### src/rtl/stepper_halfstep_sweep_return_top_macros.svh
// Assertion macros for the stepper half-step sweep block.
// Included by stepper_halfstep_sweep_return_top.sv; no other dependencies.
`ifndef STEPPER_HALFSTEP_SWEEP_RETURN_TOP_MACROS_SVH
`define STEPPER_HALFSTEP_SWEEP_RETURN_TOP_MACROS_SVH

// Same-cycle implication, sampled on clock, off during reset
`define SHSS_ASSERT_SAME(label, clk, rst, ante, cons, msg) \
   label: assert property (@(posedge clk) disable iff (rst) (ante) |-> (cons)) \
      else $error(msg);

// Next-cycle implication, sampled on clock, off during reset
`define SHSS_ASSERT_NEXT(label, clk, rst, ante, cons, msg) \
   label: assert property (@(posedge clk) disable iff (rst) (ante) |=> (cons)) \
      else $error(msg);

`endif

### src/rtl/shss_pkg.sv
// Shared constants and helpers for the stepper half-step sweep block.
// No dependencies; imported by stepper_halfstep_sweep_return_top.
`default_nettype none

package shss_pkg;

   // Register map indexes
   localparam logic [1:0] REG_STEPS_PER_SWEEP  = 2'd0;
   localparam logic [1:0] REG_STEP_DELAY_TICKS = 2'd1;
   localparam logic [1:0] REG_DEBOUNCE_TICKS   = 2'd2;

   // Register reset values
   localparam logic [7:0]  STEPS_RESET    = 8'd9;
   localparam logic [15:0] DELAY_RESET    = 16'd5000;
   localparam logic [7:0]  DEBOUNCE_RESET = 8'd50;

   // Half-step coil pattern for a phase
   function automatic logic [3:0] half_step_pattern(input logic [2:0] phase);
      logic [3:0] pat;
      unique case (phase)
         3'd0: pat = 4'b0001;
         3'd1: pat = 4'b0011;
         3'd2: pat = 4'b0010;
         3'd3: pat = 4'b0110;
         3'd4: pat = 4'b0100;
         3'd5: pat = 4'b1100;
         3'd6: pat = 4'b1000;
         3'd7: pat = 4'b1001;
         default: pat = 4'b0000;
      endcase
      return pat;
   endfunction

endpackage

`default_nettype wire

### src/rtl/stepper_halfstep_sweep_return_top.sv
// Latency: a result appears in the output register the cycle after its tick transfers.
// Throughput: one tick per cycle while the result side does not stall; the single
// next-state stage between the state registers and the result register sets this.
// The output register frees itself when taken, so a new tick transfers while a result waits
// only if the result side is not stalling.
// Reset clears sweep and debounce state and loads the register defaults (9, 5000, 50).
`default_nettype none

`include "stepper_halfstep_sweep_return_top_macros.svh"

module stepper_halfstep_sweep_return_top
   import shss_pkg::*;
(
   input  wire logic        clock,
   input  wire logic        reset,
   // tick input
   input  wire logic        req_valid,
   output logic             req_stall,
   input  wire logic        req_button_pin,
   // result output
   output logic             rsp_valid,
   input  wire logic        rsp_stall,
   output logic [3:0]       rsp_coils,
   output logic             rsp_busy_res,
   // register writes
   input  wire logic        csr_valid,
   output logic             csr_ready,
   input  wire logic [1:0]  csr_index,
   input  wire logic [15:0] csr_wdata
);

   typedef enum logic [1:0] {
      MODE_IDLE = 2'd0,
      MODE_FWD  = 2'd1,
      MODE_BACK = 2'd2
   } mode_type;

   // Configuration registers
   logic [7:0]  steps_per_sweep_ff;
   logic [15:0] step_delay_ticks_ff;
   logic [7:0]  debounce_ticks_ff;

   // Sweep and debounce state
   mode_type    mode_ff, mode_in;
   logic [2:0]  phase_ff, phase_in;
   logic [7:0]  steps_done_ff, steps_done_in;
   logic [15:0] delay_left_ff, delay_left_in;
   logic [7:0]  debounce_left_ff, debounce_left_in;
   logic        debounce_active_ff, debounce_active_in;
   logic        last_pin_ff, last_pin_in;
   logic [3:0]  coil_drive_ff, coil_drive_in;

   // Result register
   logic        rsp_valid_ff, rsp_valid_in;
   logic [3:0]  rsp_coils_ff;
   logic        rsp_busy_ff;

   logic        req_xfer;
   logic [15:0] delay_reload;

   // Hold the tick while a result waits and the result side stalls
   assign req_stall = rsp_valid_ff & rsp_stall;
   assign req_xfer  = req_valid & ~req_stall;
   assign csr_ready = 1'b1;

   assign delay_reload = (step_delay_ticks_ff == 16'd0) ? 16'd0 : step_delay_ticks_ff - 16'd1;

   // Next state for one tick: sweep first, then debounce
   always_comb begin
      logic       do_back;
      logic [7:0] back_steps;
      logic [2:0] back_phase;

      mode_in            = mode_ff;
      phase_in           = phase_ff;
      steps_done_in      = steps_done_ff;
      delay_left_in      = delay_left_ff;
      debounce_left_in   = debounce_left_ff;
      debounce_active_in = debounce_active_ff;
      coil_drive_in      = coil_drive_ff;
      last_pin_in        = req_button_pin;
      do_back            = 1'b0;
      back_steps         = steps_done_ff;
      back_phase         = phase_ff - 3'd1;

      // Advance the sweep
      unique case (mode_ff)
         MODE_FWD: begin
            if (delay_left_ff != 16'd0) begin
               delay_left_in = delay_left_ff - 16'd1;
            end else if (steps_done_ff >= steps_per_sweep_ff) begin
               mode_in    = MODE_BACK;
               do_back    = 1'b1;
               back_steps = 8'd0;
            end else begin
               coil_drive_in = half_step_pattern(phase_ff);
               phase_in      = phase_ff + 3'd1;
               steps_done_in = steps_done_ff + 8'd1;
               delay_left_in = delay_reload;
            end
         end
         MODE_BACK: begin
            if (delay_left_ff != 16'd0) begin
               delay_left_in = delay_left_ff - 16'd1;
            end else begin
               do_back = 1'b1;
            end
         end
         default: begin
            mode_in = MODE_IDLE;
         end
      endcase

      // Step backward, or finish the sweep
      if (do_back) begin
         if (back_steps >= steps_per_sweep_ff) begin
            mode_in       = MODE_IDLE;
            steps_done_in = 8'd0;
            delay_left_in = 16'd0;
         end else begin
            phase_in      = back_phase;
            coil_drive_in = half_step_pattern(back_phase);
            steps_done_in = back_steps + 8'd1;
            delay_left_in = delay_reload;
         end
      end

      // Start a debounce count on a falling edge
      if (last_pin_ff && !req_button_pin && !debounce_active_ff) begin
         debounce_active_in = 1'b1;
         debounce_left_in   = debounce_ticks_ff;
      end

      // Recheck the pin when the count expires
      if (debounce_active_in) begin
         if (debounce_left_in == 8'd0) begin
            debounce_active_in = 1'b0;
            if (!req_button_pin && mode_in == MODE_IDLE) begin
               mode_in       = MODE_FWD;
               steps_done_in = 8'd0;
               delay_left_in = 16'd0;
            end
         end else begin
            debounce_left_in = debounce_left_in - 8'd1;
         end
      end
   end

   // Drop the result once taken, load a new one on each tick transfer
   always_comb begin
      rsp_valid_in = rsp_valid_ff & rsp_stall;
      if (req_xfer) begin
         rsp_valid_in = 1'b1;
      end
   end

   // Configuration registers
   always_ff @(posedge clock) begin
      if (reset) begin
         steps_per_sweep_ff  <= STEPS_RESET;
         step_delay_ticks_ff <= DELAY_RESET;
         debounce_ticks_ff   <= DEBOUNCE_RESET;
      end else if (csr_valid && csr_ready) begin
         unique case (csr_index)
            REG_STEPS_PER_SWEEP:  steps_per_sweep_ff  <= csr_wdata[7:0];
            REG_STEP_DELAY_TICKS: step_delay_ticks_ff <= csr_wdata;
            REG_DEBOUNCE_TICKS:   debounce_ticks_ff   <= csr_wdata[7:0];
            default: ;
         endcase
      end
   end

   // State and result register
   always_ff @(posedge clock) begin
      if (reset) begin
         mode_ff            <= MODE_IDLE;
         phase_ff           <= 3'd0;
         steps_done_ff      <= 8'd0;
         delay_left_ff      <= 16'd0;
         debounce_left_ff   <= 8'd0;
         debounce_active_ff <= 1'b0;
         last_pin_ff        <= 1'b1;
         coil_drive_ff      <= 4'd0;
         rsp_valid_ff       <= 1'b0;
      end else begin
         rsp_valid_ff <= rsp_valid_in;
         if (req_xfer) begin
            mode_ff            <= mode_in;
            phase_ff           <= phase_in;
            steps_done_ff      <= steps_done_in;
            delay_left_ff      <= delay_left_in;
            debounce_left_ff   <= debounce_left_in;
            debounce_active_ff <= debounce_active_in;
            last_pin_ff        <= last_pin_in;
            coil_drive_ff      <= coil_drive_in;
         end
      end
   end

   // Result payload
   always_ff @(posedge clock) begin
      if (req_xfer) begin
         rsp_coils_ff <= coil_drive_in;
         rsp_busy_ff  <= (mode_in == MODE_FWD) || (mode_in == MODE_BACK);
      end
   end

   assign rsp_valid    = rsp_valid_ff;
   assign rsp_coils    = rsp_coils_ff;
   assign rsp_busy_res = rsp_busy_ff;

   // Checks
   `SHSS_ASSERT_NEXT(a_xfer_gives_result, clock, reset, req_xfer, rsp_valid, "tick transfer gave no result")
   `SHSS_ASSERT_SAME(a_idle_counters_clear, clock, reset, mode_ff == MODE_IDLE, (steps_done_ff == 8'd0) && (delay_left_ff == 16'd0), "idle with sweep counters not clear")
   `SHSS_ASSERT_NEXT(a_phase_single_step, clock, reset, 1'b1, (phase_ff == $past(phase_ff)) || (phase_ff == $past(phase_ff) + 3'd1) || (phase_ff == $past(phase_ff) - 3'd1), "phase moved by more than one half-step")

endmodule

`default_nettype wire

### config.mk
export PLATFORM = sky130hd
export DESIGN_NAME = stepper_halfstep_sweep_return_top
export DESIGN_NICKNAME = d
export VERILOG_FILES = /design/src/rtl/shss_pkg.sv /design/src/rtl/stepper_halfstep_sweep_return_top.sv
export VERILOG_INCLUDE_DIRS = /design/src /design/src/rtl
export SDC_FILE = /design/constraint.sdc
export NUM_CORES = 1
export LEC_CHECK = 0
export BUFFER_PORTS_ARGS = -buffer_cell sky130_fd_sc_hd__buf_4
export CORE_ASPECT_RATIO = 0.5
export CORE_UTILIZATION = 55
export CTS_CLUSTER_SIZE = 25
export DETAILED_ROUTE_END_ITERATION = 16
export PLACE_DENSITY_LB_ADDON = 0.08
export SYNTH_ARGS = -nofsm -noshare
export SYNTH_HDL_FRONTEND = slang
export SYNTH_SLANG_ARGS = --single-unit
### constraint.sdc
create_clock -name clock -period 5.5 [get_ports clock]
set_clock_uncertainty 0.2 [all_clocks]
set_input_delay 0.825 -clock clock [delete_from_list [all_inputs] [get_ports clock]]
set_output_delay 0.825 -clock clock [all_outputs]
set_load 0.005 [all_outputs]
==> metrics.md, run 1 <==
| Metric | Value |
|---|---|
| Largest area contributor in the netlist | `dfxtp_1` |
| Number of synthesized flops with an enable pin | `5` |
| Detailed placer's ending HPWL | `between 10 and 15 mm` |
| FP Rows | `25` |
| Remaining Overflow, GRT | `0` |
| # Post-CTS Setup Buffers | `0` |
| Min Tclk post-route | `5.04 ns` |
| DRT Wirelength | `17.1 mm` |
| Tcrit/Tclk final | `just over 90%` |
| Max cap viols | `0` |
| #FFs+latches synth | `85` |
| RSZ-0062 raised after global routing | `false` |
| Clk Tree Root Cell | `clkbuf_16` |
| P&R area growth vs syn | `11.0%` |
| Crit-path cells | `inv_1, ha_1, nor3b_1, o21ai_1, a21o_2, clkinv_1, nor3_1, buf_4, nor2b_1, ha_1, a211oi_1, o21ai_0, a21o_1, a31oi_1, a31oi_1, or3_1, buf_4, a21o_1, o31ai_1` |
| CTS Buffer Depth | `2` |
| Switching portion of total power | `roughly 33%` |
| Avg WL per Cell | `around 19 µm` |
| Share of synthesized registers carrying an async set or reset | `0%` |
| Worst setup EP type | `flop` |
| Diode count | `0` |
| CP Data Required Time | `approximately 5.6 ns` |
| Area contributors post-synth | `dfxtp_1 (28%), nand2_1 (6.9%), ha_1 (6.1%)` |
| Measured slew at the worst slew-check pin | `between 1 and 1.5 ns` |
| Die H | `around 74 µm` |
| Clk sink count | `between 80 and 90` |
| Detail Route Antenna Nets | `0` |
| Top cells by count, synth | `nand2_1 (106), nor2_1 (82), dfxtp_1 (80)` |
| Count leader, synth | `nand2_1` |
| Synthesized instance count | `757` |
| Net switching power | `between 500 and 600 µW` |
| IO Pins | `32` |
| CTS Buf Count | `9` |
| FMAX | `199 MHz` |
| Initial DRC Count | `a little under 600` |
| Number of global-route vias before repair | `5051` |
| Initial Util | `~59%` |
| Max incr delay on CP | `0.45 ns` |
| Antenna violations before repair | `0` |
| Setup violators final | `0` |
| Synth unique cells | `79` |
| CTS tree | `built` |
| Clk pwr share | `a little under two fifths` |
| Post-synthesis sequential area ratio | `between 30% and 40%` |
| Drt pass-1 iters | `5` |
| Clock latency on the worst-skew pair | `between 0.3 and 0.4 ns` |
| Vias post-DR | `~5700` |
| Outcome | `completed` |
| Final Max Slew Viols | `0` |
| Fillers | `877` |
| Internal | `between 1 and 1.5 mW` |
| Crit-path slowest cell | `dfxtp_1` |
| Chip width | `roughly 150 µm` |
| Synthesized area | `~0.0058 mm²` |
| Die area | `0.0109 mm²` |
| CP startpoint kind | `flop` |
| Critical path type | `flop to flop` |
| GPL Wtd Cong | `between 0.9 and 1` |
| Worst hold path class | `flop to flop` |
| Part of the power in combinational logic | `between 20% and 30%` |
| Post-DR vias/cell | `approximately 6.3` |
| Worst path arrival time | `5.09 ns` |
| Dominant synthesized flop cell | `dfxtp_1` |
| Largest net degree at the start of global routing | `66` |
| Syn_nets | `roughly 800` |
| Worst hold margin | `about 0.26 ns` |
| Worst hold stages | `2` |
| Avg Cell Area, Syn | `roughly 7.6 µm²` |
| Reg2reg setup slack | `around 0.46 ns` |
| Final core occ | `between 60% and 70%` |
| Clock-pin slew on the worst setup and hold paths | `roughly 0.070 ns` |
| Sequential Power Share | `between 40% and 50%` |
| Remaining routing DRC violations | `0` |
| VDD IR max | `between 0.00015 and 0.0002 V` |
| Core ar. | `around 0.01 mm²` |
| Max_slew headroom | `between 10% and 20%` |
| Share of post-route cells with drive strength above 1 | `around 11%` |
| Pwr dens | `~260 mW/mm²` |
| Yosys warning total | `0` |
| Hold path start | `coil_drive_ff[3]$_SDFFE_PP0P_` |
| TNS Setup | `0 ns` |
| Static leakage | `2.53 nW` |
| Global-route wire length before repair | `about 27 mm` |
| Hold worst-path end | `coil_drive_ff[3]$_SDFFE_PP0P_` |
| Register-to-Register Path Depth | `19` |
| Total track usage | `between 30% and 40%` |
| Final instance area | `roughly 0.0064 mm²` |
| Final worst-path setup slack | `0.463 ns` |
| Share of Yosys cell area claimed by the top area cell type | `27.8%` |
| Final Hold Fails | `0` |
| Post-DP Area | `0.00610 mm²` |
| I/O Buffers | `30` |
| R2r startpoint | `steps_done_ff[0]$_SDFFE_PP0P_` |
| Crit-path max FO | `10` |
| Place WS | `between 0.3 and 0.4 ns` |
| Final nets | `between 800 and 900` |
| H-tree Lvls | `3` |
| R2r endpoint | `steps_done_ff[7]$_SDFFE_PP0P_` |
power by group through the flow:
stage	clock network (mW)	logic (mW)	registers (mW)
2_1_floorplan	0	0.246	0.682
3_3_place_gp	0	0.343	0.691
3_5_place_dp	0	0.344	0.691
4_1_cts	0.632	0.346	0.677
5_1_grt	0.654	0.388	0.682
6_report	0.621	0.355	0.678
sequential cells by signal, summed over array words and instances (netlist names), named ones only:
name	cells
coil_drive_ff	4
debounce_active_ff	1
debounce_left_ff	8
debounce_ticks_ff	8
delay_left_ff	16
last_pin_ff	1
mode_ff	2
phase_ff	3
rsp_busy_res	1
rsp_coils	4
rsp_valid	1
step_delay_ticks_ff	16
steps_done_ff	8
steps_per_sweep_ff	8
logic make-up after synthesis:
kind of cell / synth area share [%]
and+or+nand+nor: 28.6
muxes: 3.01
xor gates and xnor gates: 3.77
AOI/OAI and AO/OA: 23.2
DFF: 30.4
adders and majority gates: 6.07
other: 0.0650
buffers and inverters: 4.90
final cells by class:
cell class,count,area [µm²],share of cell area (%)
sequential,85,1750,27.3
timing repair buffer,44,330,5.16
clock buffer,9,225,3.52
clock inverter,7,75.1,1.17
tap,135,169,2.64
inverter,28,105,1.64
multi-input combinational,603,3750,58.5
worst max-delay path by stage:
stage | end | startpoint | slack [ns]
after CTS | steps_done_ff[7]$_SDFFE_PP0P_ | steps_done_ff[0]$_SDFFE_PP0P_ | 0.27
after detailed placement | steps_done_ff[7]$_SDFFE_PP0P_ | steps_done_ff[0]$_SDFFE_PP0P_ | 0.30
after floorplan | flop | steps_done_ff[0]$_SDFFE_PP0P_ | 0.82
after global routing | steps_done_ff[7]$_SDFFE_PP0P_ | steps_done_ff[0]$_SDFFE_PP0P_ | 0.13
final | steps_done_ff[7]$_SDFFE_PP0P_ | steps_done_ff[0]$_SDFFE_PP0P_ | 0.46
after global placement | flop | steps_done_ff[0]$_SDFFE_PP0P_ | 0.52
worst max-delay path, delay by kind of cell, from the launching register on:
| family | cells | cell delay [ns] |
|---|---|---|
| buf+inv | 4 | 0.79 |
| compound gates | 9 | 2.13 |
| fa+ha+maj | 2 | 0.56 |
| simple gates | 4 | 0.79 |
| flops | 1 | 0.45 |
per-stage QoR:
stage          total power, mW  std cells
2_1_floorplan            0.928        757
3_3_place_gp              1.03        895
3_5_place_dp              1.03        895
4_1_cts                   1.65        911
5_1_grt                   1.72        911
6_report                  1.65        911
layout by cell type, fill, tap and decap left out, drive strengths merged, types with 4 or more instances in the layout:
cell type,count
nand2,106
nor2,83
dfxtp,80
a21oi,64
buf,44
o21ai,44
nor3,32
inv,32
ha,28
nand3,16
nor4,16
mux2i,14
xnor2,13
xor2,11
o31ai,10
nor2b,9
or3,9
a211oi,9
a22oi,9
nand3b,9
clkbuf,9
or4,9
a31oi,8
and3,6
a211o,6
nand4,6
o211ai,6
nand2b,6
a21o,6
and2,5
o21a,5
a32oi,5
edfxtp,5
o22ai,4
o21bai,4
a221oi,4
nor3b,4
layer usage:
layer | track usage (%) | vias to the layer above | part of all wire [%]
li1 | - | 2768 | -
met1 | 46.0 | 2647 | 47
met2 | 48.8 | 249 | 41
met3 | 8.40 | 39 | 9.9
met4 | 10.1 | 0 | 2.3
met5 | 0 | - | 0
what timing repair did:
action                                  in CTS  in global routing
resized for setup                            0                  2
endpoints found under the hold margin        0                  0
hold buffers                                 0                  0
endpoints found under the setup margin       0                  7
Note: power is estimated with default switching activity, not from simulation.
==> inputs of run 2 (changes only) <==
Settings changed: ABC_AREA from default to 1.
==> metrics.md, run 2 <==
| Metric | Value |
|---|---|
| Area contributors post-synth | `dfxtp_1 (27%), nand2_1 (17%), inv_1 (7.0%)` |
| Worst Setup SP | `steps_done_ff[0]$_SDFFE_PP0P_` |
| Internal | `approximately 1.2 mW` |
| Yosys warning total | `0` |
| Number of global-route vias before repair | `around 5400` |
| GRT met1 Usage | `roughly 43%` |
| CTS Buffer Depth | `2` |
| DRT Wirelength | `16.9 mm` |
| Static leakage | `between 3 and 4 nW` |
| Detail Route Antenna Nets | `0` |
| Avg Cell Area, Syn | `~6.2 µm²` |
| Register-to-Register Path Depth | `25` |
| Clock latency on the worst-skew pair | `0.34 ns` |
| Final Hold Fails | `0` |
| Sequential Power Share | `roughly two fifths` |
| Avg WL per Cell | `15.2 µm` |
| Leading cell types in the layout, fill and taps excluded | `nand2_1 (275), inv_1 (111), a21oi_1 (82), nor2_1 (80), dfxtp_1 (80)` |
| Worst path arrival time | `around 4.5 ns` |
| RSZ-0062 raised after global routing | `false` |
| Finished Layout Cells | `roughly 1100` |
| VDD IR max | `0.000175 V` |
| IO Pins | `32` |
| Dominant synthesized flop cell | `dfxtp_1` |
| Syn_nets | `between 1000 and 1500` |
| Crit-path max FO | `17` |
| Initial DRC Count | `around 470` |
| Fillers | `a little over 1000` |
| Top cells by count, synth | `nand2_1 (275), inv_1 (111), a21oi_1 (82)` |
| Power Total | `between 1.5 and 2 mW` |
| DP Cell Count | `roughly 1100` |
| Initial Util | `a little under three fifths` |
| Post-synthesis sequential area ratio | `29.4%` |
| Most crowded layer after global routing | `met2` |
| Diode count | `0` |
| Largest net degree at the start of global routing | `between 40 and 50` |
| Final Max Slew Viols | `0` |
| Min Tclk post-route | `4.39 ns` |
| Measured slew at the worst slew-check pin | `between 1 and 1.5 ns` |
| Max_slew headroom | `19.3%` |
| Total track usage | `around 31%` |
| CTS Buf Count | `9` |
| Detailed placer's ending HPWL | `approximately 13 mm` |
| Die H | `around 76 µm` |
| H-tree Lvls | `3` |
| Share of post-route cells with drive strength above 1 | `7.83%` |
| Met2 Track Usage GR | `48.9%` |
| Tcrit/Tclk final | `around 80%` |
| Vias post-DR | `6200` |
| Worst hold stages | `2` |
| Synthesized area | `0.00595 mm²` |
| Chip width | `roughly 150 µm` |
| Clk Tree Root Cell | `clkbuf_16` |
| GPL Wtd Cong | `just under 1` |
| Clock-pin slew on the worst setup and hold paths | `~0.07 ns` |
| Post-CTS Hold Fix Bufs | `0` |
| Remaining Overflow, GRT | `0` |
| Share of synthesized registers carrying an async set or reset | `0%` |
| Final nets | `about 1000` |
| CTS tree | `built` |
| CTS resizes | `0` |
| Net switching power | `a little over 600 µW` |
| Critical path type | `flop to flop` |
| I/O Buffers | `30` |
| Post-DR vias/cell | `between 5 and 6` |
| Clk pwr share | `a little over a third` |
| # Post-CTS Setup Buffers | `0` |
| Antenna violations before repair | `0` |
| Reg2reg setup slack | `1.11 ns` |
| Worst setup EP type | `flop` |
| #FFs+latches synth | `85` |
| Part of the power in combinational logic | `between 20% and 30%` |
| Number of synthesized flops with an enable pin | `5` |
| Synth unique cells | `44` |
| Hold path start | `debounce_left_ff[2]$_SDFFE_PP0P_` |
| Biggest regs | `delay_left_ff (16), step_delay_ticks_ff (16)` |
| Remaining routing DRC violations | `0` |
| Max cap viols | `0` |
| CP Data Required Time | `~5.6 ns` |
| Largest area contributor in the netlist | `dfxtp_1` |
| P&R area growth vs syn | `10.1%` |
| Worst hold path class | `flop to flop` |
| Synthesized instance count | `approximately 950` |
| Hold worst-path end | `debounce_left_ff[2]$_SDFFE_PP0P_` |
| Commonest non-fill, non-tap cell in the layout | `nand2_1` |
| Share of Yosys cell area claimed by the top area cell type | `between 20% and 30%` |
| Outcome | `completed` |
| Clk sink count | `85` |
| Met3 Use GR | `9.46%` |
| Core ar. | `between 0.01 and 0.015 mm²` |
| Count leader, synth | `nand2_1` |
| R2r startpoint | `steps_done_ff[0]$_SDFFE_PP0P_` |
| CP startpoint kind | `flop` |
| Global-route wire length before repair | `27.4 mm` |
| Drt pass-1 iters | `7` |
| Switching portion of total power | `between 30% and 40%` |
| FMAX | `~230 MHz` |
| Setup violators final | `0` |
| FP Rows | `26` |
| TNS Setup | `0 ns` |
| Die area | `approximately 0.011 mm²` |
| Pwr dens | `approximately 270 mW/mm²` |
-- run 2: cell count changes after synthesis, sizes merged, moves of 10 or more --
cell   delta
inv      +88
nand3    +56
mux2i    -14
nand2   +171
a21oi    +19
nor3     -16
nor4     -15
xnor2    -10
o21ai    +36
-- run 2: through the flow --
stage	setup slack [ns]	hold slack [ns]	util (%)	instance area [µm²]
2_1_floorplan	2.04	0.225	-	5950
3_3_place_gp	1.38	0.253	60.4	6240
3_5_place_dp	1.26	0.253	60.4	6240
4_1_cts	1.23	0.265	63.3	6550
5_1_grt	0.714	0.283	63.3	6550
6_report	1.11	0.261	63.3	6550
-- run 2: critical path, cell delays in order, from the launching register on --
cell and delay (ns):
dfxtp_1 0.41, inv_1 0.13, ha_1 0.28, nand2_1 0.06, nor2_1 0.04, nor2_1 0.07
nand2_1 0.09, a21oi_1 0.46, ha_1 0.26, nand3_1 0.09, nand2_1 0.08, a21oi_1 0.13
ha_1 0.23, inv_1 0.05, a21oi_1 0.05, o21ai_0 0.13, nand2_1 0.06, nand3_1 0.24
inv_1 0.13, nand2_2 0.30, inv_1 0.16, nand2_1 0.12, nand3_1 0.10, a21oi_1 0.27
nand2_1 0.10, nand2_1 0.07
-- run 2: how the worst max path moves through the flow --
| stage | to | slack [ns] | cells past startpoint |
|---|---|---|---|
| 2_1_floorplan | rsp_coils[3]$_DFFE_PP_ | 2.04 | 23 |
| 3_3_place_gp | flop | 1.38 | 26 |
| 3_5_place_dp | flop | 1.26 | 26 |
| 4_1_cts | flop | 1.23 | 26 |
| 5_1_grt | flop | 0.71 | 25 |
| 6_report | flop | 1.11 | 25 |
-- run 2: cell families after synthesis --
group           synth area share [%]
compound gates                  17.1
xor+xnor                        3.09
fa+ha+maj                       5.89
buf+inv                         9.78
flops                           29.4
other cells                   0.0630
simple gates                    34.6
-- run 2: final cells by class --
class,instances,area [µm²],share of cell area [%]
inverter,116,435,6.65
sequential,85,1750,26.7
clock buffer,10,229,3.50
tap,140,175,2.67
clock inverter,6,76.3,1.17
timing repair buffer,35,263,4.01
multi-input combinational,719,3620,55.3
-- run 2: per-layer routing --
layer / part of all wire [%] / wire length, µm / vias up
li1: - / - / 3117
met5: 0 / 0 / -
met3: 8.9 / 1510 / 17
met2: 42 / 7020 / 250
met1: 49 / 8230 / 2816
met4: 0.79 / 134 / 0
-- run 2: power groups by stage --
stage / registers [mW] / logic (mW) / clock network [mW]
CTS: 0.686 / 0.460 / 0.646
detailed placement: 0.700 / 0.456 / 0
global placement: 0.698 / 0.456 / 0
global route: 0.691 / 0.527 / 0.672
floorplan: 0.693 / 0.344 / 0
finish: 0.686 / 0.469 / 0.638
==> inputs of run 3 (changes only) <==
Clock period 5.5 ns to 4 ns, I/O delays scaled along.
==> metrics.md, run 3 (same netlist as run 2, synthesis figures left out) <==
| Metric | Value |
|---|---|
| Avg WL per Cell | `around 15 µm` |
| Die area | `about 0.011 mm²` |
| Max cap viols | `0` |
| Largest net degree at the start of global routing | `45` |
| Worst path arrival time | `between 3 and 4 ns` |
| Total track usage | `~32%` |
| Global-route wire length before repair | `approximately 28 mm` |
| Vias post-DR | `~6200` |
| CTS Buffer Depth | `2` |
| CP Data Required Time | `between 4 and 5 ns` |
| Core ar. | `~0.010 mm²` |
| Number of global-route vias before repair | `about 5500` |
| Pwr dens | `between 300 and 400 mW/mm²` |
| Share of post-route cells with drive strength above 1 | `approximately a tenth` |
| Drt pass-1 iters | `5` |
| Clock latency on the worst-skew pair | `0.35 ns` |
| CTS tree | `built` |
| DRT Wirelength | `approximately 17 mm` |
| Clk Tree Root Cell | `clkbuf_16` |
| Post-CTS Hold Fix Bufs | `0` |
| Final nets | `roughly 1000` |
| Setup violators final | `0` |
| Worst hold path class | `flop to flop` |
| Diode count | `0` |
| FMAX | `about 270 MHz` |
| Measured slew at the worst slew-check pin | `0.812 ns` |
| VDD IR max | `approximately 0.00021 V` |
| Area of the multi-input gates | `approximately 0.0036 mm²` |
| Seq. cell area | `between 0.0015 and 0.002 mm²` |
| Hold path start | `debounce_ticks_ff[0]$_SDFFE_PP0P_` |
| FP Rows | `26` |
| I/O Buffers | `30` |
| Detailed placer's ending HPWL | `roughly 13 mm` |
| Min Tclk post-route | `~3.7 ns` |
| R2r startpoint | `steps_done_ff[0]$_SDFFE_PP0P_` |
| Max_slew headroom | `between 40% and 50%` |
| CTS Buf Count | `9` |
| Clock-pin slew on the worst setup and hold paths | `roughly 0.07 ns` |
| Crit-path slowest cell | `dfxtp_1` |
| Chip width | `149 µm` |
| Detail Route Antenna Nets | `0` |
| Post-DR vias/cell | `5.52` |
| Final Max Slew Viols | `0` |
| Biggest regs | `delay_left_ff (16), step_delay_ticks_ff (16)` |
| CP most frequent cell | `nand2_1` |
| Critical path type | `flop to flop` |
| Remaining Overflow, GRT | `0` |
| P&R area growth vs syn | `12.7%` |
| DP Cell Count | `roughly 1100` |
| CP startpoint kind | `flop` |
| IO Pins | `32` |
| Die H | `about 76 µm` |
| RSZ-0062 raised after global routing | `false` |
| TNS Setup | `0 ns` |
| H-tree Lvls | `3` |
| Initial Util | `a little under three fifths` |
| Crit-path max FO | `11` |
| Final Hold Fails | `0` |
| Worst setup EP type | `flop` |
| Max incr delay on CP | `between 0.4 and 0.5 ns` |
| Commonest non-fill, non-tap cell in the layout | `nand2_1` |
| Fillers | `between 900 and 1000` |
| Tcrit/Tclk final | `about 90%` |
| Remaining routing DRC violations | `0` |
| Crit-path cells | `inv_1, ha_1, nand2_1, nor2_1, nor2_1, nand2_1, nand2_1, nand2_2, nand2_4, inv_1, nor2_1, ha_1, a21oi_1, o21a_1, nand3_2, inv_1, nand2_2, buf_4, or2_2, nand3_1, nand2_1, a21oi_1` |
| GPL Wtd Cong | `roughly 0.99` |
| Outcome | `completed` |
| Clk sink count | `85` |
| Worst Setup SP | `steps_done_ff[0]$_SDFFE_PP0P_` |
| Leading cell types in the layout, fill and taps excluded | `nand2_1 (274), inv_1 (110), a21oi_1 (82), dfxtp_1 (80), nor2_1 (79)` |
| Static leakage | `3.25 nW` |
| Antenna violations before repair | `1` |
| Finished Layout Cells | `about 1100` |
| Initial DRC Count | `about 600` |
==> run 3: cell count changes in the layout (fill, tap and decap cells not counted), sizes merged <==
cell,change
buf,+20
bufinv,-1
clkbuf,-1
clkinv,+1
inv,+1
==> run 3: what timing repair did <==
item	in CTS	in global routing
gates resized for setup	0	6
setup buffers	0	4
setup endpoints to repair	0	35
==> run 3: path summary, 6_finish.rpt <==
kind,slack [ns],to,cells past startpoint
max,0.34,delay_left_ff[9]$_SDFFE_PP0P_,22
min reg2reg,0.26,debounce_ticks_ff[0]$_SDFFE_PP0P_,2
min,0.26,debounce_ticks_ff[0]$_SDFFE_PP0P_,2
max reg2reg,0.34,delay_left_ff[9]$_SDFFE_PP0P_,22
==> run 3: critical path, delay by kind of cell (launching register included) <==
kind	cells	cell delay, ns
AOI/OAI and AO/OA	3	0.43
adders and majority gates	2	0.56
buffers and inverters	4	0.55
DFF	1	0.41
and+or+nand+nor	13	1.45
==> run 3: layout make-up <==
| class | instances | area share (%) |
|---|---|---|
| tap | 140 | 2.61 |
| clock inverter | 7 | 0.989 |
| clock buffer | 9 | 3.36 |
| multi-input combinational | 719 | 54.3 |
| inverter | 116 | 6.49 |
| sequential | 85 | 26.1 |
| timing repair buffer | 55 | 6.16 |
==> run 3: power by group <==
| part | switching (mW) | internal (mW) | leakage, nW |
|---|---|---|---|
| Combinational | 0.452 | 0.228 | 2.40 |
| Clock | 0.405 | 0.438 | 0.144 |
| Sequential | 0.0351 | 0.907 | 0.704 |
==> run 3: per-layer routing <==
| metal | track usage (%) | vias up | part of all wire [%] |
|---|---|---|---|
| met5 | 0 | - | 0.069 |
| met1 | 45.8 | 2825 | 50 |
| met4 | 10.3 | 2 | 1.8 |
| li1 | - | 3164 | - |
| met2 | 49.5 | 220 | 41 |
| met3 | 7.07 | 34 | 7.7 |
==> run 3: stage by stage <==
step | area [µm²] | setup WS, ns | power [mW] | hold WS (ns) | util [%]
6_report | 6710 | 0.335 | 2.47 | 0.264 | 64.8
5_1_grt | 6710 | 0.0744 | 2.59 | 0.283 | 64.8
4_1_cts | 6660 | 0.128 | 2.46 | 0.260 | 64.3
3_5_place_dp | 6360 | 0.170 | 1.63 | 0.252 | 61.5
3_3_place_gp | 6360 | 0.299 | 1.62 | 0.245 | 61.5
2_1_floorplan | 5950 | 0.538 | 1.42 | 0.225 | -
